<file path="src/hdl/rxars_pkg.sv">
package rxars_pkg;

	localparam int TIME_W  = 32;
	localparam int CFG_W   = 24;
	localparam int TALLY_W = 32;
	localparam int DATA_W  = 32;
	localparam int ADDR_W  = 4;

	localparam logic [CFG_W-1:0] HOLD_RST    = CFG_W'(10);
	localparam logic [CFG_W-1:0] DONE_TO_RST = CFG_W'(250000);
	localparam logic [CFG_W-1:0] POST_TO_RST = CFG_W'(1000);
	localparam logic [CFG_W-1:0] SETTLE_RST  = CFG_W'(250000);

	localparam logic [TALLY_W-1:0] TALLY_MAX = {TALLY_W{1'b1}};

	typedef enum logic [2:0] {
		ST_ALIGNED   = 3'd0,
		ST_APPLY     = 3'd1,
		ST_HOLD      = 3'd2,
		ST_AWAIT     = 3'd3,
		ST_POSTRESET = 3'd4,
		ST_SETTLE    = 3'd5
	} seq_state_t;

	typedef enum logic [1:0] {
		REG_HOLD    = 2'd0,
		REG_DONE_TO = 2'd1,
		REG_POST_TO = 2'd2,
		REG_SETTLE  = 2'd3
	} reg_idx_t;

	typedef struct packed {
		logic [CFG_W-1:0] hold_time_us;
		logic [CFG_W-1:0] reset_done_timeout_us;
		logic [CFG_W-1:0] post_reset_timeout_us;
		logic [CFG_W-1:0] settle_time_us;
	} cfg_t;

	typedef struct packed {
		logic               is_aligned;
		logic               soft_reset_drive;
		logic [2:0]         state_code;
		logic [TALLY_W-1:0] resets_tried;
	} result_t;

endpackage

</file>
<file path="src/hdl/rxars_cfg.sv">
module rxars_cfg (
	input  logic                           clk,
	input  logic                           arst_n,
	input  logic                           psel,
	input  logic                           penable,
	input  logic                           pwrite,
	input  logic [rxars_pkg::ADDR_W-1:0]   paddr,
	input  logic [rxars_pkg::DATA_W-1:0]   pwdata,
	output logic [rxars_pkg::DATA_W-1:0]   prdata,
	output logic                           pready,
	output rxars_pkg::cfg_t                cfg
);

	rxars_pkg::cfg_t       cfg_q;
	rxars_pkg::reg_idx_t   idx;
	logic                  wr_en;
	logic [rxars_pkg::CFG_W-1:0] rd_val;

	assign idx    = rxars_pkg::reg_idx_t'(paddr[3:2]);
	assign wr_en  = psel && penable && pwrite;
	assign pready = 1'b1;
	assign cfg    = cfg_q;

	always_ff @(posedge clk or negedge arst_n) begin
		if (!arst_n) begin
			cfg_q.hold_time_us          <= rxars_pkg::HOLD_RST;
			cfg_q.reset_done_timeout_us <= rxars_pkg::DONE_TO_RST;
			cfg_q.post_reset_timeout_us <= rxars_pkg::POST_TO_RST;
			cfg_q.settle_time_us        <= rxars_pkg::SETTLE_RST;
		end else if (wr_en) begin
			case (idx)
				rxars_pkg::REG_HOLD:    cfg_q.hold_time_us <= pwdata[rxars_pkg::CFG_W-1:0];
				rxars_pkg::REG_DONE_TO: cfg_q.reset_done_timeout_us <= pwdata[rxars_pkg::CFG_W-1:0];
				rxars_pkg::REG_POST_TO: cfg_q.post_reset_timeout_us <= pwdata[rxars_pkg::CFG_W-1:0];
				rxars_pkg::REG_SETTLE:  cfg_q.settle_time_us <= pwdata[rxars_pkg::CFG_W-1:0];
				default: ;
			endcase
		end
	end

	always_comb begin
		case (idx)
			rxars_pkg::REG_HOLD:    rd_val = cfg_q.hold_time_us;
			rxars_pkg::REG_DONE_TO: rd_val = cfg_q.reset_done_timeout_us;
			rxars_pkg::REG_POST_TO: rd_val = cfg_q.post_reset_timeout_us;
			rxars_pkg::REG_SETTLE:  rd_val = cfg_q.settle_time_us;
			default:                rd_val = '0;
		endcase
	end

	assign prdata = {{(rxars_pkg::DATA_W-rxars_pkg::CFG_W){1'b0}}, rd_val};

endmodule

</file>
<file path="src/hdl/rxars_core.sv">
module rxars_core (
	input  logic                          clk,
	input  logic                          arst_n,
	input  logic                          step,
	input  logic [rxars_pkg::TIME_W-1:0]  now_us,
	input  logic                          rx_aligned,
	input  logic                          rx_reset_done,
	input  rxars_pkg::cfg_t               cfg,
	output rxars_pkg::result_t            result
);

	rxars_pkg::seq_state_t state_q, state_d;
	logic [rxars_pkg::TIME_W-1:0]  entered_q, entered_d;
	logic [rxars_pkg::TALLY_W-1:0] tally_q, tally_d;
	logic                          srst_q, srst_d;
	logic [rxars_pkg::TIME_W-1:0]  elapsed;
	logic [rxars_pkg::CFG_W-1:0]   limit;
	logic                          timeout;

	// One wrap-around subtract and one compare, limit picked by state
	always_comb begin
		case (state_q)
			rxars_pkg::ST_HOLD:      limit = cfg.hold_time_us;
			rxars_pkg::ST_AWAIT:     limit = cfg.reset_done_timeout_us;
			rxars_pkg::ST_POSTRESET: limit = cfg.post_reset_timeout_us;
			rxars_pkg::ST_SETTLE:    limit = cfg.settle_time_us;
			default:                 limit = '0;
		endcase
	end

	assign elapsed = now_us - entered_q;
	assign timeout = elapsed > {{(rxars_pkg::TIME_W-rxars_pkg::CFG_W){1'b0}}, limit};

	// Next state
	always_comb begin
		state_d = state_q;
		case (state_q)
			rxars_pkg::ST_APPLY: state_d = rxars_pkg::ST_HOLD;
			rxars_pkg::ST_HOLD: begin
				if (timeout) state_d = rxars_pkg::ST_AWAIT;
			end
			rxars_pkg::ST_AWAIT: begin
				if (rx_reset_done)  state_d = rxars_pkg::ST_POSTRESET;
				else if (timeout)   state_d = rxars_pkg::ST_APPLY;
			end
			rxars_pkg::ST_POSTRESET: begin
				if (rx_aligned)     state_d = rxars_pkg::ST_SETTLE;
				else if (timeout)   state_d = rxars_pkg::ST_APPLY;
			end
			rxars_pkg::ST_SETTLE: begin
				if (timeout)
					state_d = rx_aligned ? rxars_pkg::ST_ALIGNED : rxars_pkg::ST_APPLY;
			end
			default: state_d = rx_aligned ? rxars_pkg::ST_ALIGNED : rxars_pkg::ST_APPLY;
		endcase
	end

	// Datapath updates
	always_comb begin
		tally_d   = tally_q;
		srst_d    = srst_q;
		entered_d = (state_d != state_q) ? now_us : entered_q;
		case (state_q)
			rxars_pkg::ST_APPLY: begin
				if (tally_q != rxars_pkg::TALLY_MAX) tally_d = tally_q + 1'b1;
				srst_d = 1'b1;
			end
			rxars_pkg::ST_HOLD: begin
				if (timeout) srst_d = 1'b0;
			end
			rxars_pkg::ST_AWAIT, rxars_pkg::ST_POSTRESET, rxars_pkg::ST_SETTLE: ;
			default: tally_d = '0;
		endcase
	end

	always_ff @(posedge clk or negedge arst_n) begin
		if (!arst_n) begin
			state_q   <= rxars_pkg::ST_ALIGNED;
			entered_q <= '0;
			tally_q   <= '0;
			srst_q    <= 1'b0;
		end else if (step) begin
			state_q   <= state_d;
			entered_q <= entered_d;
			tally_q   <= tally_d;
			srst_q    <= srst_d;
		end
	end

	assign result.is_aligned       = (state_d == rxars_pkg::ST_ALIGNED);
	assign result.soft_reset_drive = srst_d;
	assign result.state_code       = state_d;
	assign result.resets_tried     = tally_d;

endmodule

</file>
<file path="src/hdl/rx_alignment_reset_sequencer.sv">
// Channel   Direction  Handshake          Payload
// in        sink       in_valid/in_stall  now_us, rx_aligned, rx_reset_done
// out       source     out_valid/out_stall is_aligned, soft_reset_drive,
//                                         state_code, resets_tried
// cfg       APB slave  psel/penable/pready paddr, pwdata, prdata
//
// One request per clock sustained while out_stall is low; a request waits in
// the input register stage, its result in the result register. The rate is set
// by the state-register feedback: one subtract and one compare per evaluation.
// Reset leaves the sequencer in the aligned state with tally and entry time at
// zero. A stalled output holds its result, and the input stage keeps taking
// requests while the result register is free or drained in the same cycle.
module rx_alignment_reset_sequencer (
	input  logic                          clk,
	input  logic                          arst_n,
	// input requests
	input  logic                          in_valid,
	output logic                          in_stall,
	input  logic [rxars_pkg::TIME_W-1:0]  now_us,
	input  logic                          rx_aligned,
	input  logic                          rx_reset_done,
	// results
	output logic                          out_valid,
	input  logic                          out_stall,
	output logic                          is_aligned,
	output logic                          soft_reset_drive,
	output logic [2:0]                    state_code,
	output logic [rxars_pkg::TALLY_W-1:0] resets_tried,
	// configuration
	input  logic                          psel,
	input  logic                          penable,
	input  logic                          pwrite,
	input  logic [rxars_pkg::ADDR_W-1:0]  paddr,
	input  logic [rxars_pkg::DATA_W-1:0]  pwdata,
	output logic [rxars_pkg::DATA_W-1:0]  prdata,
	output logic                          pready
);

	rxars_pkg::cfg_t    cfg;
	rxars_pkg::result_t result;
	rxars_pkg::result_t res_q;

	// input register stage
	logic                         valid_s1;
	logic [rxars_pkg::TIME_W-1:0] now_us_s1;
	logic                         rx_aligned_s1;
	logic                         rx_reset_done_s1;

	logic out_valid_q;
	logic out_free;
	logic advance;
	logic take_in;

	// The result register frees up when empty or drained this cycle
	assign out_free = !out_valid_q || !out_stall;
	// Move the staged request through the sequencer into the result register
	assign advance  = valid_s1 && out_free;
	// Stall only while a staged request cannot move on
	assign in_stall = valid_s1 && !out_free;
	assign take_in  = in_valid && !in_stall;

	rxars_cfg u_cfg (
		.clk     (clk),
		.arst_n  (arst_n),
		.psel    (psel),
		.penable (penable),
		.pwrite  (pwrite),
		.paddr   (paddr),
		.pwdata  (pwdata),
		.prdata  (prdata),
		.pready  (pready),
		.cfg     (cfg)
	);

	rxars_core u_core (
		.clk           (clk),
		.arst_n        (arst_n),
		.step          (advance),
		.now_us        (now_us_s1),
		.rx_aligned    (rx_aligned_s1),
		.rx_reset_done (rx_reset_done_s1),
		.cfg           (cfg),
		.result        (result)
	);

	// Stage valid: fill on an accepted request, drop when it moves on
	always_ff @(posedge clk or negedge arst_n) begin
		if (!arst_n) begin
			valid_s1 <= 1'b0;
		end else if (take_in) begin
			valid_s1 <= 1'b1;
		end else if (advance) begin
			valid_s1 <= 1'b0;
		end
	end

	// Stage payload needs no reset
	always_ff @(posedge clk) begin
		if (take_in) begin
			now_us_s1        <= now_us;
			rx_aligned_s1    <= rx_aligned;
			rx_reset_done_s1 <= rx_reset_done;
		end
	end

	// Result valid: set on advance, clear when the consumer takes it
	always_ff @(posedge clk or negedge arst_n) begin
		if (!arst_n) begin
			out_valid_q <= 1'b0;
		end else if (advance) begin
			out_valid_q <= 1'b1;
		end else if (!out_stall) begin
			out_valid_q <= 1'b0;
		end
	end

	// Hold the result while stalled
	always_ff @(posedge clk) begin
		if (advance) begin
			res_q <= result;
		end
	end

	assign out_valid        = out_valid_q;
	assign is_aligned       = res_q.is_aligned;
	assign soft_reset_drive = res_q.soft_reset_drive;
	assign state_code       = res_q.state_code;
	assign resets_tried     = res_q.resets_tried;

endmodule

</file>
<file path="config.mk">
export PLATFORM = sky130hd
export DESIGN_NAME = rx_alignment_reset_sequencer
export DESIGN_NICKNAME = d
export VERILOG_FILES = /design/src/hdl/rxars_pkg.sv /design/src/hdl/rxars_cfg.sv /design/src/hdl/rxars_core.sv /design/src/hdl/rx_alignment_reset_sequencer.sv
export SDC_FILE = /design/constraint.sdc
export NUM_CORES = 1
export LEC_CHECK = 0
export ABC_AREA = 1
export BUFFER_PORTS_ARGS = -buffer_cell sky130_fd_sc_hd__buf_2
export CORE_ASPECT_RATIO = 2
export CORE_MARGIN = 2
export CORE_UTILIZATION = 40
export CTS_CLUSTER_SIZE = 28
export DETAILED_ROUTE_END_ITERATION = 16
export GPL_TIMING_DRIVEN = 0
export PLACE_DENSITY = 0.61
export REMOVE_ABC_BUFFERS = 1
export SLEW_MARGIN = 25
export SYNTH_ARGS = -nofsm -noshare
export SYNTH_HDL_FRONTEND = slang
export SYNTH_SLANG_ARGS = --single-unit
</file>
<file path="constraint.sdc">
create_clock -name clk -period 3.7 [get_ports clk]
set_input_delay 0.37 -clock clk [delete_from_list [all_inputs] [get_ports clk]]
set_output_delay 0.37 -clock clk [all_outputs]
set_load 0.02 [all_outputs]
</file>
# Word level (Yosys, flattened, before mapping)
# Index checks and enable logic that the tools add are counted.
[classes]
add_sub_neg = 2
mul = 0
n_div = 0
order_cmp = 1
n_eq_ne = 11
n_shift = 0
mux = 17
n_bitwise = 0
reduce_logical = 19
[op_table]
columns = ["operator", "count"]
rows = [
  ["24-bit case mux with 4 select lines", 2],
  ["32-bit case mux with 2 select lines", 1],
  ["32-bit by 1-bit adder with 32-bit output (second input constant)", 1],
  ["32-bit by 24-bit > comparator with 1-bit output", 1],
  ["32-bit 2-to-1 mux", 1],
  ["32-bit != test (second input constant)", 1],
  ["32-bit subtractor", 1],
  ["3-bit 2-to-1 mux", 5],
  ["3-bit case mux with 5 select lines", 1],
  ["2-bit AND reduction", 5],
  ["3-bit by 2-bit equality test with 1-bit output (second input constant)", 2],
  ["3-bit equality test (second input constant)", 2],
  ["1-bit 2-to-1 mux", 6],
  ["1-bit logical AND", 5],
  ["2-bit equality test (second input constant)", 2],
  ["1-bit zero test", 4],
  ["4-bit OR reduction", 1],
  ["3-bit by 1-bit equality test with 1-bit output (second input constant)", 1],
  ["3-bit zero test", 1],
  ["3-bit != test", 1],
  ["2-bit by 1-bit equality test with 1-bit output (second input constant)", 1],
  ["2-bit zero test", 1],
  ["2-bit by 1-bit != test with 1-bit output (second input constant)", 1],
  ["1-bit case mux with 2 select lines", 1],
  ["2 further kinds", 2],
]
[word_totals]
register_bits = 237
latch_bits = 0
ramBits = 0
rom_bits = 0
input_bits = 77
out_inout_bits = 72
wordCells = 67
mem_count = 0

# Logic depth before layout (Yosys ltp)
# Gate-level depths: netlist of the first run.
[logic_depth]
word_depth = 8
mapped_depth = 34
depth_no_buf = 32

# Cells and area by module
# A second synthesis of the first run with hierarchy kept.
[hier_totals]
hier_cells = 1844
area_unflattened_um2 = 14206.1
[by_module_without_submodules]
columns = ["module", "n_inst", "cells_per_inst", "area_per_inst_um2", "seq_area_each_um2"]
rows = [
  ["rxars_core", 1, 1190, 7325.8, 1701.6],
  ["rxars_cfg", 1, 571, 4653.2, 2429.8],
  ["rx_alignment_reset_sequencer", 1, 83, 2227.1, 2182.1],
]

# Least setup slack after synthesis of the first run
# Ideal clock, no wire load.
[synth_path]
kind = "register -> register"
startpoint = "reg u_core.state_q[2]"
endpoint = "reg u_core.entered_q[10] (netlist bit)"
setup_time_ns = 0.117
arrival_time_ns = 3.469
t_required_ns = 3.583
setup_slack_ns = 0.114
stages_incl_launch_ff = 33
n_path_buf = 4
period_less_slack_ns = 3.586
path_cell_list = "dfrtp_1 > inv_1 > nor2_1 > buf_2 > inv_1 > nor2_1 > clkbuf_1 > buf_1 > nand2_1 > nand2_1 > a221oi_1 > ha_1 > nand2_1 > inv_1 > o21ai_0 > nand2_1 > nor2_1 > nand2_1 > nand2_1 > nand2_1 > nand2_1 > nand3_1 > nor2_4 > nand2_4 > nand2_2 > nand3_2 > nand2_1 > nand3_2 > nand2_4 > nand2_8 > buf_12 > nand2_2 > nand2_1"
[synth_via]
elab_chain_len = 8
elab_cells_between_ends = 15
classes_between = "order compare: 1; eq/ne: 6; mux: 7; reduce/logical: 1"
[synth_rtl]
columns = ["element", "line_no", "rtl"]
rows = [
  ["start: declaration", "rxars_core.sv:12", "rxars_pkg::seq_state_t state_q, state_d;"],
  ["start signal: assignment", "rxars_core.sv:78", "state_q <= rxars_pkg::ST_ALIGNED;"],
  ["start signal: assignment", "rxars_core.sv:83", "state_q <= state_d;"],
  ["3-bit equality test or 3-bit by 2-bit equality test with 1-bit output (tied branches)", "rxars_core.sv:22, rxars_core.sv:37", ""],
  ["24-bit case mux with 4 select lines", "rxars_core.sv:22", "case (state_q)"],
  ["32-bit by 24-bit > comparator with 1-bit output", "rxars_core.sv:32", "assign timeout = elapsed > {{(rxars_pkg::TIME_W-rxars_pkg::CFG_W){1'b0}}, limit};"],
  ["3-bit 2-to-1 mux", "rxars_core.sv:44, rxars_core.sv:48", ""],
  ["3-bit 2-to-1 mux, on equally long branches", "rxars_core.sv:47, rxars_core.sv:43", ""],
  ["3-bit case mux with 5 select lines", "rxars_core.sv:37", "case (state_q)"],
  ["3-bit != test (*)", "rxars_core.sv:62", "entered_d = (state_d != state_q) ? now_us : entered_q;"],
  ["2-bit AND reduction (no source line) (*)", "--", ""],
  ["end signal: assignment", "rxars_core.sv:84", "entered_q <= entered_d;"],
  ["end: declaration", "rxars_core.sv:13", "logic [rxars_pkg::TIME_W-1:0] entered_q, entered_d;"],
]
# Mark *: on every way between the ends. The rest lies on a longest branch, timed or not.
# A chain may end at the register's enable or synchronous reset.

# Final worst setup path of the first run
[layout_path]
startpoint = "reg now_us_s1[13] (netlist bit)"
endpoint = "reg u_core.entered_q[8] (netlist bit)"
[layout_via]
elab_chain_len = 7
elab_cells_between_ends = 10
classes_between = "add/sub: 1; order compare: 1; eq/ne: 1; mux: 6; reduce/logical: 1"
[layout_rtl]
columns = ["element", "line_no", "rtl"]
rows = [
  ["start: declaration", "rx_alignment_reset_sequencer.sv:45", "logic [rxars_pkg::TIME_W-1:0] now_us_s1;"],
  ["start signal: assignment", "rx_alignment_reset_sequencer.sv:100", "now_us_s1 <= now_us;"],
  ["32-bit subtractor (*)", "rxars_core.sv:31", "assign elapsed = now_us - entered_q;"],
  ["32-bit by 24-bit > comparator with 1-bit output (*)", "rxars_core.sv:32", ""],
  ["3-bit 2-to-1 mux", "rxars_core.sv:44, rxars_core.sv:48", ""],
  ["3-bit 2-to-1 mux, on equally long branches", "rxars_core.sv:47, rxars_core.sv:43", ""],
  ["3-bit case mux with 5 select lines (*)", "rxars_core.sv:37", ""],
  ["3-bit != test (*)", "rxars_core.sv:62", ""],
  ["2-bit AND reduction (no source line) (*)", "--", ""],
]
# Marks and branches as above.

==> results of run 1 <==
## synth_stat cells, types with 9 or more instances
| cell type | count | share of area [%] |
|---|---|---|
| sky130_fd_sc_hd__nand4_1 | 36 | 1.6 |
| sky130_fd_sc_hd__buf_4 | 12 | 0.65 |
| sky130_fd_sc_hd__edfxtp_1 | 71 | 15 |
| sky130_fd_sc_hd__nor2_2 | 9 | 0.41 |
| sky130_fd_sc_hd__a21oi_1 | 33 | 1.2 |
| sky130_fd_sc_hd__nand2_1 | 570 | 15 |
| sky130_fd_sc_hd__o22ai_1 | 14 | 0.63 |
| sky130_fd_sc_hd__xnor2_1 | 10 | 0.63 |
| sky130_fd_sc_hd__nor2_1 | 82 | 2.2 |
| sky130_fd_sc_hd__dfrtp_1 | 144 | 26 |
| sky130_fd_sc_hd__ha_1 | 56 | 5.0 |
| sky130_fd_sc_hd__nor3_1 | 19 | 0.68 |
| sky130_fd_sc_hd__xor2_1 | 15 | 0.95 |
| sky130_fd_sc_hd__nand3_1 | 98 | 3.5 |
| sky130_fd_sc_hd__a221oi_1 | 23 | 1.5 |
| sky130_fd_sc_hd__a31oi_1 | 11 | 0.50 |
| sky130_fd_sc_hd__dfstp_2 | 22 | 4.2 |
| sky130_fd_sc_hd__clkbuf_1 | 50 | 1.4 |
| sky130_fd_sc_hd__inv_1 | 222 | 6.0 |
| sky130_fd_sc_hd__nand2_2 | 42 | 1.9 |
| sky130_fd_sc_hd__o21ai_0 | 169 | 6.1 |
## metal layers
metal / global-route usage (%) / share of wire [%] / vias up
met5: 0 / 0 / -
met4: 13.1 / 6.1 / 0
met3: 1.89 / 4.0 / 132
met2: 45.5 / 54 / 390
met1: 25.1 / 36 / 5991
li1: - / - / 6171
## state kept, by name (all words and copies together), names as in the netlist
name and flops:
rx_reset_done_s1 1, state_code 3, out_valid 1, now_us_s1 32
is_aligned 1, u_core.entered_q 32, u_core.state_q 3, rx_aligned_s1 1
u_cfg.cfg 96, resets_tried 32, u_core.tally_q 32, valid_s1 1
soft_reset_drive 1, u_core.srst_q 1
## per-stage QoR
step           TNS (ps)  total power (W)  instances
6_report         -11210           0.0128       2409
5_1_grt          -22050           0.0137       2409
4_1_cts          -13860           0.0126       2401
3_5_place_dp     -48300          0.00894       2300
3_3_place_gp    -369050          0.00868       2286
2_1_floorplan    -39060          0.00723       1716
## placed cells by master, fill, tap and decap left out, types with 5 or more instances in the layout
cell                            instances
sky130_fd_sc_hd__a21oi_1               32
sky130_fd_sc_hd__a221oi_1              11
sky130_fd_sc_hd__a221oi_2              10
sky130_fd_sc_hd__a31oi_1                8
sky130_fd_sc_hd__buf_12                 6
sky130_fd_sc_hd__buf_16                 8
sky130_fd_sc_hd__buf_2                128
sky130_fd_sc_hd__buf_4                 21
sky130_fd_sc_hd__buf_6                  9
sky130_fd_sc_hd__clkbuf_16             24
sky130_fd_sc_hd__clkbuf_8               6
sky130_fd_sc_hd__conb_1                 9
sky130_fd_sc_hd__dfrtp_1              142
sky130_fd_sc_hd__dfstp_2               22
sky130_fd_sc_hd__dlygate4sd3_1         28
sky130_fd_sc_hd__edfxtp_1              71
sky130_fd_sc_hd__ha_1                  45
sky130_fd_sc_hd__ha_4                   7
sky130_fd_sc_hd__inv_1                216
sky130_fd_sc_hd__inv_2                  8
sky130_fd_sc_hd__nand2_1              546
sky130_fd_sc_hd__nand2_2               60
sky130_fd_sc_hd__nand2_4                7
sky130_fd_sc_hd__nand2_8                7
sky130_fd_sc_hd__nand3_1               87
sky130_fd_sc_hd__nand3_2               13
sky130_fd_sc_hd__nand4_1               36
sky130_fd_sc_hd__nor2_1                73
sky130_fd_sc_hd__nor2_2                10
sky130_fd_sc_hd__nor2_4                11
sky130_fd_sc_hd__nor3_1                18
sky130_fd_sc_hd__nor4_1                 8
sky130_fd_sc_hd__o2111ai_1              6
sky130_fd_sc_hd__o21ai_0              167
sky130_fd_sc_hd__o21ai_1                5
sky130_fd_sc_hd__o22ai_1               14
sky130_fd_sc_hd__xnor2_1                7
sky130_fd_sc_hd__xor2_1                12
## cell families (layout without fill, tap and decap cells)
family | count (synthesis) | in the layout | share of synthesized area, %
xor+xnor | 25 | 25 | 1.58
fa+ha+maj | 57 | 57 | 5.19
flops | 237 | 237 | 45.5
compound gates | 272 | 272 | 11.1
buf+inv | 299 | 474 | 8.78
simple gates | 888 | 894 | 27.8
other cells | 2 | 9 | 0.0541
## report_power, final
part           leakage (nW)  internal (W)  switching (W)  total, W
clock network         0.411       0.00153        0.00107   0.00260
logic                  4.81       0.00243        0.00410   0.00653
registers              2.78       0.00327       0.000413   0.00369
## area by class of cell
| class | count | share of cell area [%] |
|---|---|---|
| inverters | 228 | 5.05 |
| multi-input cells | 1257 | 41.0 |
| repair buffers | 204 | 9.18 |
| flip-flops and latches | 237 | 36.7 |
| well taps | 441 | 3.21 |
| clock inverters | 8 | 0.756 |
| clock buffers | 34 | 4.06 |
## critical path, delay by kind of cell, from the launching register on
kind	cells	cell delay (ps)
AO/OA/AOI/OAI	2	410
AND/OR/NAND/NOR	16	1720
adder cells (fa/ha/maj)	2	680
XOR/XNOR	1	110
flip-flops	1	440
buffers and inverters	5	590
## how the worst max path moves through the flow
stage,start,endpoint,slack [ps]
floorplan,u_core.state_q[2]$_DFFE_PN0P_,u_core.entered_q[0]$_DFFE_PN0P_,-1110
global placement,u_core.state_q[2]$_DFFE_PN0P_,u_core.entered_q[0]$_DFFE_PN0P_,-4120
detailed placement,u_core.state_q[2]$_DFFE_PN0P_,u_core.entered_q[0]$_DFFE_PN0P_,-1360
CTS,now_us_s1[0]$_DFFE_PP_,u_core.entered_q[17]$_DFFE_PN0P_,-440
global route,now_us_s1[11]$_DFFE_PP_,u_core.entered_q[8]$_DFFE_PN0P_,-680
finish,now_us_s1[13]$_DFFE_PP_,u_core.entered_q[8]$_DFFE_PN0P_,-380
## what timing repair did
item,in CTS,in global routing
resized for setup,81,34
hold buffers,28,0
pin swaps,34,27
endpoints found under the setup margin,41,41
cloned,5,1
hold endpoints to repair,67,0
setup buffers,26,7
==> results by stage, run 1 <==
Status:
- The final reports fail on negative setup slack.
- The flow ran to the end, but the final reports show violations.

STA:
- The final critical path takes up 110% of the cycle.
- At the pin with the least slew margin, the transition time is 914 ps.
- Setup repair after global routing could not meet its margin everywhere.
- The number of pins with negative max-slew slack in the final report is 0.
- The minimum setup slack in the final design is -385 ps.
- Setup violations remaining at the end of the flow were counted as 34.
- The time the worst path needs with I/O delays and setup is 4080 ps.
- The upper clock frequency limit is 245 MHz.
- The final number of hold-violating endpoints was 0.
- Hold is met by 30.0 ps.
- Measured against its own limit, the worst slew margin works out to 38.5%.
- Across the routed clock network, the largest skew measured is 30.5 ps.

Worst setup path:
- The data arrival at the endpoint of the critical path is 4510 ps.
- The highest-delay cell along the critical path is sky130_fd_sc_hd__edfxtp_1.
- For this run, the slowest stage of the critical path takes 440 ps.
- The worst setup path is captured at a flip-flop.
- STA classifies the critical path startpoint as a flip-flop.
- The endpoint identified for the worst register-to-register timing path is u_core.entered_q[8]$_DFFE_PN0P_.
- Data on the critical path is required at its endpoint by 4120 ps.
- The reg-to-reg setup timing slack is -380 ps.
- The logic depth of the worst register-to-register path is 26.
- The setup path with the least slack is of type flip-flop to flip-flop.
- In this run the critical register-to-register path is launched from now_us_s1[13]$_DFFE_PP_.
- Of all nets on the critical path, the largest fanout is 7.

Final layout:
- The share of final-layout standard cells stronger than drive strength 1 is 20.6%.
- Summing all flip-flop and latch instances after layout gives 6320 µm².
- In the final design database the tool counted 2085 nets.
- Counting the fill cells in the layout gives 3363.
- The utilization after layout is 50.3%.
- In the final layout, the multi-input gates occupy 7060 µm².
- The repair_antennas step left the layout with diodes totalling 0.
- From synthesis to final layout, the design area changed by 23.9%.
- The area of all placed cells without fillers is 17200 µm².

Die:
- The die outline area is 36300 µm².
- The floorplan step defined a core boundary enclosing 34200 µm².
- The floorplan step set the die width to 136 µm.
- The initialized floorplan defines 96 standard-cell rows.
- The effective utilization at floorplan is 40.6%.
- Pin placement for this block handled 149 I/O pins.
- The floorplan step set the die height to 267 µm.

Drt:
- In this run the remaining antenna-violating nets after routing total 0.
- After the first detailed-routing iteration, the DRC count stood at 763.
- After detailed routing, the average wire length per cell comes to 17.8 µm.
- The first-pass iteration count of the detailed router is 5.
- In the routed design, unresolved DRC markers number 0.
- The sum of routed wire length over all layers is 42.9 mm.
- The count of vias placed by the detailed router is 12700.
- The detail-routed via count per cell is 5.27.

Yosys:
- The count of synthesis-stage warnings from yosys is 0.
- The sequential fraction of the synthesis area is 45.5%.
- The synthesized design contains 237 register bits.
- The netlist area before placement is 13900 µm².
- The most used flip-flop cell after synthesis is sky130_fd_sc_hd__dfrtp_1.
- The gate count of the mapped netlist is 1780.
- Each instance of the synthesized netlist takes up on average 7.80 µm².
- The number of synthesized flops with an enable pin is 71.
- After synthesis, the share of flip-flops with an asynchronous set or reset is 70.0%.
- The number of distinct library cells after synthesis is 51.

Placement:
- The number of buffers added on ports is 129.
- The final weighted congestion of routability-driven global placement is 0.919.
- The worst setup slack before clock tree synthesis is -1360 ps.
- The instance area at placement is 15200 µm².
- The half-perimeter wire length after detailed placement is 29.3 mm.

Pwr:
- The leakage dissipation is 7.99 nW.
- Across the VDD grid, the largest voltage drop is 0.000436 V.
- Power spread over the standard cell area amounts to 744 nW/µm².

Min path:
- The cell depth of the worst hold path is 1.
- The startpoint identified for the worst hold timing path is now_us[28].
- The worst hold path belongs to the class input pin to flip-flop.
- The worst min-delay path endpoint is now_us_s1[28]$_DFFE_PP_.

CTS:
- The source-to-sink clock delay at the later pin of the worst-skew pair is 560 ps.
- The CTS buffer count is 23.
- The root buffer cell chosen for the clock tree is sky130_fd_sc_hd__clkbuf_16.
- Clock-pin slew was measured on the worst setup and hold paths at 60 ps.
- The TritonCTS clock tree is built.
- The clock sink total is 237.
- The H-tree depth is 1.
- The number of buffers on the longest clock path is 3.

Global routing:
- The total congestion overflow is 0.
- The initial antenna violation count came to 0.
- The global-route usage over all layers is 23.8%.
- The via count of the first global-routing pass was 12800.
- The first global-routing pass estimated 67.3 mm of wire.
- The largest net degree at the start of global routing is 81.

Flow run:
- The max capacitance violation total is 0.
(Power assumes the default switching activity.)
==> run 2: changes to the inputs <==
--- a/config.mk
+++ b/config.mk
@@ -14,7 +14,7 @@
 export DETAILED_ROUTE_END_ITERATION = 16
 export GPL_TIMING_DRIVEN = 0
 export PLACE_DENSITY = 0.61
-export REMOVE_ABC_BUFFERS = 1
+export SKIP_CTS_REPAIR_TIMING = 1
 export SLEW_MARGIN = 25
 export SYNTH_ARGS = -nofsm -noshare
 export SYNTH_HDL_FRONTEND = slang
==> results by stage, run 2 (synthesized netlist as in run 1, its figures left out) <==
Status:
- The flow ran to the end, but the final reports show violations.
- The checks that failed: negative setup slack.

STA:
- The final number of hold-violating endpoints was 0.
- Across all setup checks in the final design, the least slack found is -558 ps.
- Subtracting the final worst setup slack from the clock period gives 4260 ps.
- Derived from the worst setup path, the maximum achievable clock frequency is 235 MHz.
- The relative max-transition margin is 40.3%.
- The number of endpoints failing setup at the final stage is 35.
- The setup skew after layout is 23.7 ps.
- Of the available clock period, the critical path in the final layout requires 115%.
- At the pin with the least slew margin, the transition time is 892 ps.
- Setup repair after global routing could not meet its margin everywhere.
- The number of pins with negative max-slew slack in the final report is 0.

Flow run:
- The max capacitance violation total is 0.

Worst setup path:
- The worst setup path is launched from a flip-flop.
- The cell with the most instances on the worst path is sky130_fd_sc_hd__nand2_2.
- For the worst setup path, the data arrival time is 4730 ps.
- By startpoint and endpoint, the worst setup path is classified as flip-flop to flip-flop.
- The delay of the slowest cell on the worst path is 430 ps.
- The highest-delay cell along the critical path is sky130_fd_sc_hd__edfxtp_1.
- Together, buffers and inverters on the worst path number 3.
- The worst setup path is captured at a flip-flop.
- Broken down by cell family, the worst path's largest delay share belongs to simple AND/OR/NAND/NOR gates.
- The data required time of the worst path is 4170 ps.
- In this run the worst path has a maximum fanout of 6.

Pwr:
- The total power is 0.0117 W.
- In this run switching power makes up 44.1% of total power.
- The share of total power dissipated in combinational logic is 49.1%.
- The internal cell power is 0.00656 W.
- In this run the static leakage power is 7.73 nW.
- The power per cell area is 718 nW/µm².
- The peak supply drop is 0.000483 V.
- The analysis attributes to net switching a power of 0.00517 W.
- The share of total power dissipated in the clock network is 19.8%.
- Sequential cells burn 31.1% of the power.

Final layout:
- The final layout contains 2094 nets.
- The post-route netlist has 17.0% of its cells at a drive strength greater than 1.
- Once layout is complete, the utilization of the core stands at 47.8%.
- The most common cell after layout, fill and taps aside is sky130_fd_sc_hd__nand2_1.
- The register with the most flip-flops in the layout has 96 of them.
- In the layout the commonest cells are sky130_fd_sc_hd__nand2_1, sky130_fd_sc_hd__inv_1, sky130_fd_sc_hd__o21ai_0.
- The layout-stage area growth over the synthesis result is 17.8%.
- The repair_antennas step left the layout with diodes totalling 0.

Global routing:
- The initial antenna violation count is 0.
- Summed over all layers, the global routing overflow is 0.
- The via count of the first global-routing pass is 12800.
- The layer flagged by global routing as most heavily used is met2.
- The met2 global-route usage is 49.3%.
- The routing usage on met1 is 23.4%.
- The first-pass GRT wire length is 68.3 mm.
- The largest net degree at the start of global routing is 85.
- Global routing used 24.8% of the available tracks across all layers.
- The met3 usage in global routing is 2.54%.

CTS:
- The clock tree root buffer cell is sky130_fd_sc_hd__clkbuf_16.
- The number of buffers on the longest clock path is 3.
- The register clock-pin slew on the reported worst setup and hold paths is 60 ps.
- TritonCTS built the clock tree.
- The clock sink total is 237.
- The CTS buffer count is 23.
- The source-to-sink clock delay at the later pin of the worst-skew pair is 550 ps.
- The H-tree depth is 1.

Placement:
- Buffers placed on the I/O ports in this run total 129.
- The half-perimeter wire length after detailed placement is 35.0 mm.
- Routability-driven placement finished with a final weighted congestion of 0.975.

Die:
- The number of top-level pins is 149.
- The area of the core is 34200 µm².
- The die span in y is 267 µm.
- The horizontal die dimension is 136 µm.
- The initial utilization of the core area, before any placement, comes to 40.6%.
- The die outline area is 36300 µm².
- The number of core rows is 96.

Drt:
- The detail-routed via count per cell is 5.33.
- The count of vias placed by the detailed router is 12900.
- The final antenna-violating net count is 0.
- For this run, the detailed router's first-pass iteration total came to 5.
- The detailed router's first-iteration violation count is 611.
- The sum of routed wire length over all layers is 45.2 mm.
- For this run, design rule violations remaining after detail routing come to 0.
- The post-detailed-route wirelength per cell is 18.7 µm.

Min path:
- The min-delay analysis places its worst path in the category input pin to flip-flop.
[run 2: changes by cell type in the layout (fill, tap and decap cells not counted), sizes merged]
cell | before | now
inv | 226 | 228
clkinvlp | 2 | 0
buf | 176 | 159
clkinv | 5 | 2
dlygate4sd3 | 28 | 11
clkbuf | 34 | 89
nand2 | 620 | 615
nor2 | 95 | 94
bufinv | 3 | 0
[run 2: metrics by stage]
stage	worst slack [ps]	std cells	instance area, µm²	hold slack, ps	TNS, ps
6_report	-558	2418	16300	15.1	-17730
3_3_place_gp	-1370	2357	15100	458	-123870
2_1_floorplan	114	1787	13900	74.4	0
5_1_grt	-728	2418	16300	0.410	-24380
3_5_place_dp	-1430	2359	15200	410	-51060
4_1_cts	-1450	2401	15900	-166	-52630
[run 2: layer usage]
metal	wire length [µm]	part of all wire (%)	vias to the layer above
met4	2770	6.1	0
met1	14700	33	6119
met2	25700	57	458
li1	-	-	6174
met3	2030	4.5	137
met5	0	0	-
[run 2: final timing paths]
path | from | to | slack (ps) | cells after the start
worst min-delay path | now_us[22] | now_us_s1[22]$_DFFE_PP_ | 20 | 1
worst max-delay path | now_us_s1[0]$_DFFE_PP_ | u_core.entered_q[19]$_DFFE_PN0P_ | -560 | 29
worst max register to register | now_us_s1[0]$_DFFE_PP_ | u_core.entered_q[19]$_DFFE_PN0P_ | -560 | 29
min in group asynchronous | arst_n | u_core.entered_q[24]$_DFFE_PN0P_ | 430 | 2
max in group asynchronous | arst_n | u_cfg.cfg[75]$_DFFE_PN1P_ | 2360 | 3
worst min register to register | valid_s1$_DFFE_PN0P_ | out_valid$_DFFE_PN0P_ | 490 | 2
[run 2: layout make-up]
cell class                      count  area (µm²)
Timing Repair Buffer              148         883
Inverter                          228         858
Clock buffer                       40         709
Tap cell                          441         552
Clock inverter                      2        13.8
Multi-Input combinational cell   1251        6630
Buffer                             71         392
Fill cell                        3456       17900
Sequential cell                   237        6310
[run 2: power by group through the flow]
stage                     sequential, W  combinational (W)  clock (W)
after floorplan                 0.00365            0.00376          0
after global placement          0.00365            0.00529          0
after detailed placement        0.00366            0.00541          0
after CTS                       0.00362            0.00544    0.00238
after global routing            0.00370            0.00642    0.00248
final                           0.00365            0.00576    0.00232
==> run 3: changes to the inputs <==
--- a/config.mk
+++ b/config.mk
@@ -5,7 +5,6 @@
 export SDC_FILE = /design/constraint.sdc
 export NUM_CORES = 1
 export LEC_CHECK = 0
-export ABC_AREA = 1
 export BUFFER_PORTS_ARGS = -buffer_cell sky130_fd_sc_hd__buf_2
 export CORE_ASPECT_RATIO = 2
 export CORE_MARGIN = 2
@@ -13,7 +12,7 @@
 export CTS_CLUSTER_SIZE = 28
 export DETAILED_ROUTE_END_ITERATION = 16
 export GPL_TIMING_DRIVEN = 0
-export PLACE_DENSITY = 0.61
+export PLACE_DENSITY = 0.59
 export SKIP_CTS_REPAIR_TIMING = 1
 export SLEW_MARGIN = 25
 export SYNTH_ARGS = -nofsm -noshare
==> constraint.sdc (replaced) <==
create_clock -name clk -period 5 [get_ports clk]
set_input_delay 0.5 -clock clk [delete_from_list [all_inputs] [get_ports clk]]
set_output_delay 0.5 -clock clk [all_outputs]
set_load 0.02 [all_outputs]
==> results by stage, run 3 <==
Min path:
- The origin of the worst min-delay path is rx_aligned.
- The cell depth of the worst hold path is 1.
- The worst min-delay path endpoint is rx_aligned_s1$_DFFE_PP_.
- In this run the worst hold path is classified as input pin to flip-flop.

Yosys:
- Counting flops with a built-in enable in the synthesized netlist gives 71.
- The flip-flop and latch count after synthesis is 237.
- In the post-synthesis netlist, the biggest area contributors are sky130_fd_sc_hd__dfrtp_1, sky130_fd_sc_hd__edfxtp_1, sky130_fd_sc_hd__mux2_2.
- Of all cell types, the one taking the most synthesized area is sky130_fd_sc_hd__dfrtp_1.
- sky130_fd_sc_hd__nand2_1 is the most common cell in the netlist.
- The complex-gate fraction of the synthesized area is 17.8%.
- The adder and majority gate portion of the synthesized area is 5.05%.
- The number of distinct library cells after synthesis is 78.
- Summing the areas of all and, or, nand and nor instances in the mapped netlist gives 11.1% of the synthesized area.
- After synthesis, the largest area contributor takes up 25.3% of total cell area.
- The largest family of logic cells by synthesized area is compound AO/OA/AOI/OAI gates.
- The fraction of synthesized area in multiplexers is 15.7%.
- Sequential elements use 44.3% of the synthesized area.
- In the synthesized netlist, the number of instances is 1315.
- For this run, asynchronously set or reset flops after synthesis account for 70.0%.
- The xor/xnor share of the synthesized area is 1.84%.
- After synthesis the cells add up to 14300 µm².
- During synthesis, Yosys emitted a total of 0 warnings.
- The prevailing post-synth register cell is sky130_fd_sc_hd__dfrtp_1.
- By count the netlist is led by sky130_fd_sc_hd__nand2_1, sky130_fd_sc_hd__dfrtp_1, sky130_fd_sc_hd__mux2_2, sky130_fd_sc_hd__edfxtp_1, sky130_fd_sc_hd__a21oi_1.
- Averaged over all synthesized cells, the footprint is 10.8 µm².

Worst setup path:
- The data arrival at the endpoint of the critical path is 5580 ps.
- The critical path in this run is classified as flip-flop to flip-flop.
- The worst setup path is launched from a flip-flop.
- The highest-delay cell along the critical path is sky130_fd_sc_hd__edfxtp_1.
- Broken down by cell family, the worst path's largest delay share belongs to compound AO/OA/AOI/OAI gates.
- The critical path goes through inv_2 > ha_4 > inv_2 > fa_2 > a211oi_2 > o21a_2 > o211ai_1 > nand4_1 > buf_4 > o21a_1 > xnor2_1 > ha_1 > nand4_1 > nor2_2 > and3_4 > o22ai_1 > a311o_1 > a2111oi_4 > and3_4 > a41o_4 > a211oi_4 > buf_6 > clkbuf_16 > o311ai_4.
- The kind of end point of the critical path is a flip-flop.
- The reg-to-reg setup timing slack is -160 ps.
- The worst register-to-register path ends at u_core.entered_q[16]$_DFFE_PN0P_.
- For the worst setup path, the data required time is 5430 ps.
- Along the worst path, the maximum fanout reaches 6.
- The startpoint of the worst-slack reg-to-reg timing path is now_us_s1[0]$_DFFE_PP_.
- The delay of the slowest cell on the worst path is 420 ps.
- The number of buffers and inverters on the critical path is 5.
- The logic depth of the worst register-to-register path is 24.

Placement:
- Prior to clock tree synthesis, the placed netlist has a worst setup slack of -646 ps.
- In this run the tool buffered the top-level ports with 127 buffer cells.
- The congestion estimate from routability-driven global placement came to 0.931.
- The half-perimeter wire length after detailed placement is 31.5 mm.

Final layout:
- The layout-stage area growth over the synthesis result is 18.3%.
- The most common cell after layout, fill and taps aside is sky130_fd_sc_hd__nand2_1.
- The final-stage net count is 1625.
- In the layout the commonest cells are sky130_fd_sc_hd__nand2_1, sky130_fd_sc_hd__dfrtp_1, sky130_fd_sc_hd__buf_2.
- The utilization after layout is 48.1%.
- The flip-flop count of the largest register after layout is 96.
- The share of final-layout standard cells stronger than drive strength 1 is 29.7%.
- Counting the fill cells in the layout gives 3301.

Pwr:
- Dividing total power by cell area gives a power density of 565 nW/µm².
- For this design the static power due to leakage is 6.84 nW.
- The peak supply drop is 0.000323 V.

Global routing:
- The total congestion overflow is 0.
- The global-route usage over all layers is 22.3%.
- Entering global routing, the biggest net connects 95 pins.
- The initial antenna violation count is 1.
- The first global-routing pass estimated 63.5 mm of wire.
- The via count of the first global-routing pass is 11500.

Drt:
- The count of vias placed by the detailed router is 11200.
- The sum of routed wire length over all layers is 41.7 mm.
- The final antenna-violating net count is 0.
- The first TritonRoute pass finished after 5 iterations.
- The first routing iteration left 557 violations.
- Dividing the detail-routed wire length by the instance count gives 21.4 µm.
- The detail-routed via count per cell is 5.75.
- The detailed-route DRC error count is 0.

Die:
- The die outline area is 37300 µm².
- During I/O placement, the number of pins put on the boundary was 149.
- The initialized floorplan defines 97 standard-cell rows.
- The horizontal die dimension is 138 µm.
- The die span in y is 271 µm.
- For this configuration, the core starts out at a cell density of 40.6%.
- In this run the standard cell core region covers 35100 µm².

STA:
- The number of pins with negative max-slew slack in the final report is 0.
- Counting I/O delays and the setup requirement, the final critical path takes 5160 ps.
- Setup repair after global routing could not meet its margin everywhere.
- The setup skew after layout is 16.1 ps.
- The final hold slack is 138 ps.
- In this run the tightest slew margin relative to its limit is 26.7%.
- The upper clock frequency limit is 194 MHz.
- The final number of hold-violating endpoints is 0.
- The ratio of final minimum period to clock period is 103%.
- Setup violations remaining at the end of the flow were counted as 31.
- The minimum setup slack in the final design is -156 ps.
- The transition time at the pin with the least slew margin is 1090 ps.

CTS:
- In this run the number of H-tree levels came out at 1.
- The number of buffers on the longest clock path is 3.
- Clock-pin slew was measured on the worst setup and hold paths at 70 ps.
- TritonCTS created 23 clock buffers.
- The clock sink total is 237.
- The clock tree root buffer cell is sky130_fd_sc_hd__clkbuf_16.
- The TritonCTS clock tree is built.
- The source-to-sink clock delay at the later pin of the worst-skew pair is 530 ps.

Status:
- The final reports fail on negative setup slack.
- The run finished, with violations left.

Flow run:
- The max capacitance violation total is 0.
-- run 3: cell types whose count changed in the layout (fill, tap and decap cells not counted), sizes merged, moves of 29 or more --
| cell | previous run | this run |
|---|---|---|
| o21ai | 172 | 69 |
| a211o | 0 | 32 |
| nand3 | 103 | 25 |
| o311ai | 1 | 30 |
| mux2i | 0 | 51 |
| nand2 | 615 | 184 |
| inv | 228 | 46 |
| nor2 | 94 | 50 |
| mux2 | 0 | 105 |
| a21oi | 35 | 65 |
-- run 3: area by class of cell --
type	instances	area, µm²	area share [%]
plain buffers	90	464	2.75
inverters	46	173	1.02
diodes	1	2.50	0.0148
well taps	445	557	3.30
multi-input cells	946	7720	45.8
clock inverters	10	125	0.742
repair buffers	147	872	5.17
clock buffers	30	633	3.75
flip-flops and latches	237	6310	37.4
-- run 3: worst max-delay path by stage --
stage / startpoint / end / slack [ps] / depth (start not counted)
after global routing: now_us_s1[0]$_DFFE_PP_ / u_core.entered_q[17]$_DFFE_PN0P_ / -360 / 24
final: now_us_s1[0]$_DFFE_PP_ / u_core.entered_q[16]$_DFFE_PN0P_ / -160 / 24
after floorplan: now_us_s1[0]$_DFFE_PP_ / u_core.entered_q[10]$_DFFE_PN0P_ / 390 / 21
after global placement: now_us_s1[10]$_DFFE_PP_ / u_core.entered_q[27]$_DFFE_PN0P_ / -620 / 21
after CTS: now_us_s1[10]$_DFFE_PP_ / u_core.entered_q[26]$_DFFE_PN0P_ / -690 / 21
after detailed placement: now_us_s1[10]$_DFFE_PP_ / u_core.entered_q[23]$_DFFE_PN0P_ / -650 / 21
-- run 3: logic make-up (layout without fill, tap and decap cells) --
family                   count (synthesis)  in the layout
buffers and inverters                  139            323
other                                    2             10
flip-flops                             237            237
multiplexers                           180            180
adder cells (fa/ha/maj)                 57             57
XOR/XNOR                                30             30
AND/OR/NAND/NOR                        348            348
AO/OA/AOI/OAI                          322            322
-- run 3: per-stage QoR --
stage,total power [W],cell area [µm²],cells,TNS (ps)
floorplan,0.00597,14300,1322,0
global placement,0.00720,15500,1894,-20860
detailed placement,0.00732,15600,1897,-21680
CTS,0.00915,16300,1937,-22620
global route,0.0101,16900,1951,-11170
finish,0.00953,16900,1952,-3970
-- run 3: routing by layer --
layer	global-route usage, %	share of wire, %	wire, µm	vias to the layer above
met5	0	0.031	13	-
li1	-	-	-	5231
met3	2.34	3.3	1390	129
met1	21.7	34	14100	5570
met4	12.3	6.0	2520	2
met2	43.7	57	23700	296
-- run 3: power breakdown --
group	internal (W)	switching, W	total [W]
Sequential	0.00246	0.000243	0.00270
Clock	0.00104	0.000759	0.00180
Combinational	0.00206	0.00296	0.00502
Total	0.00557	0.00396	0.00953
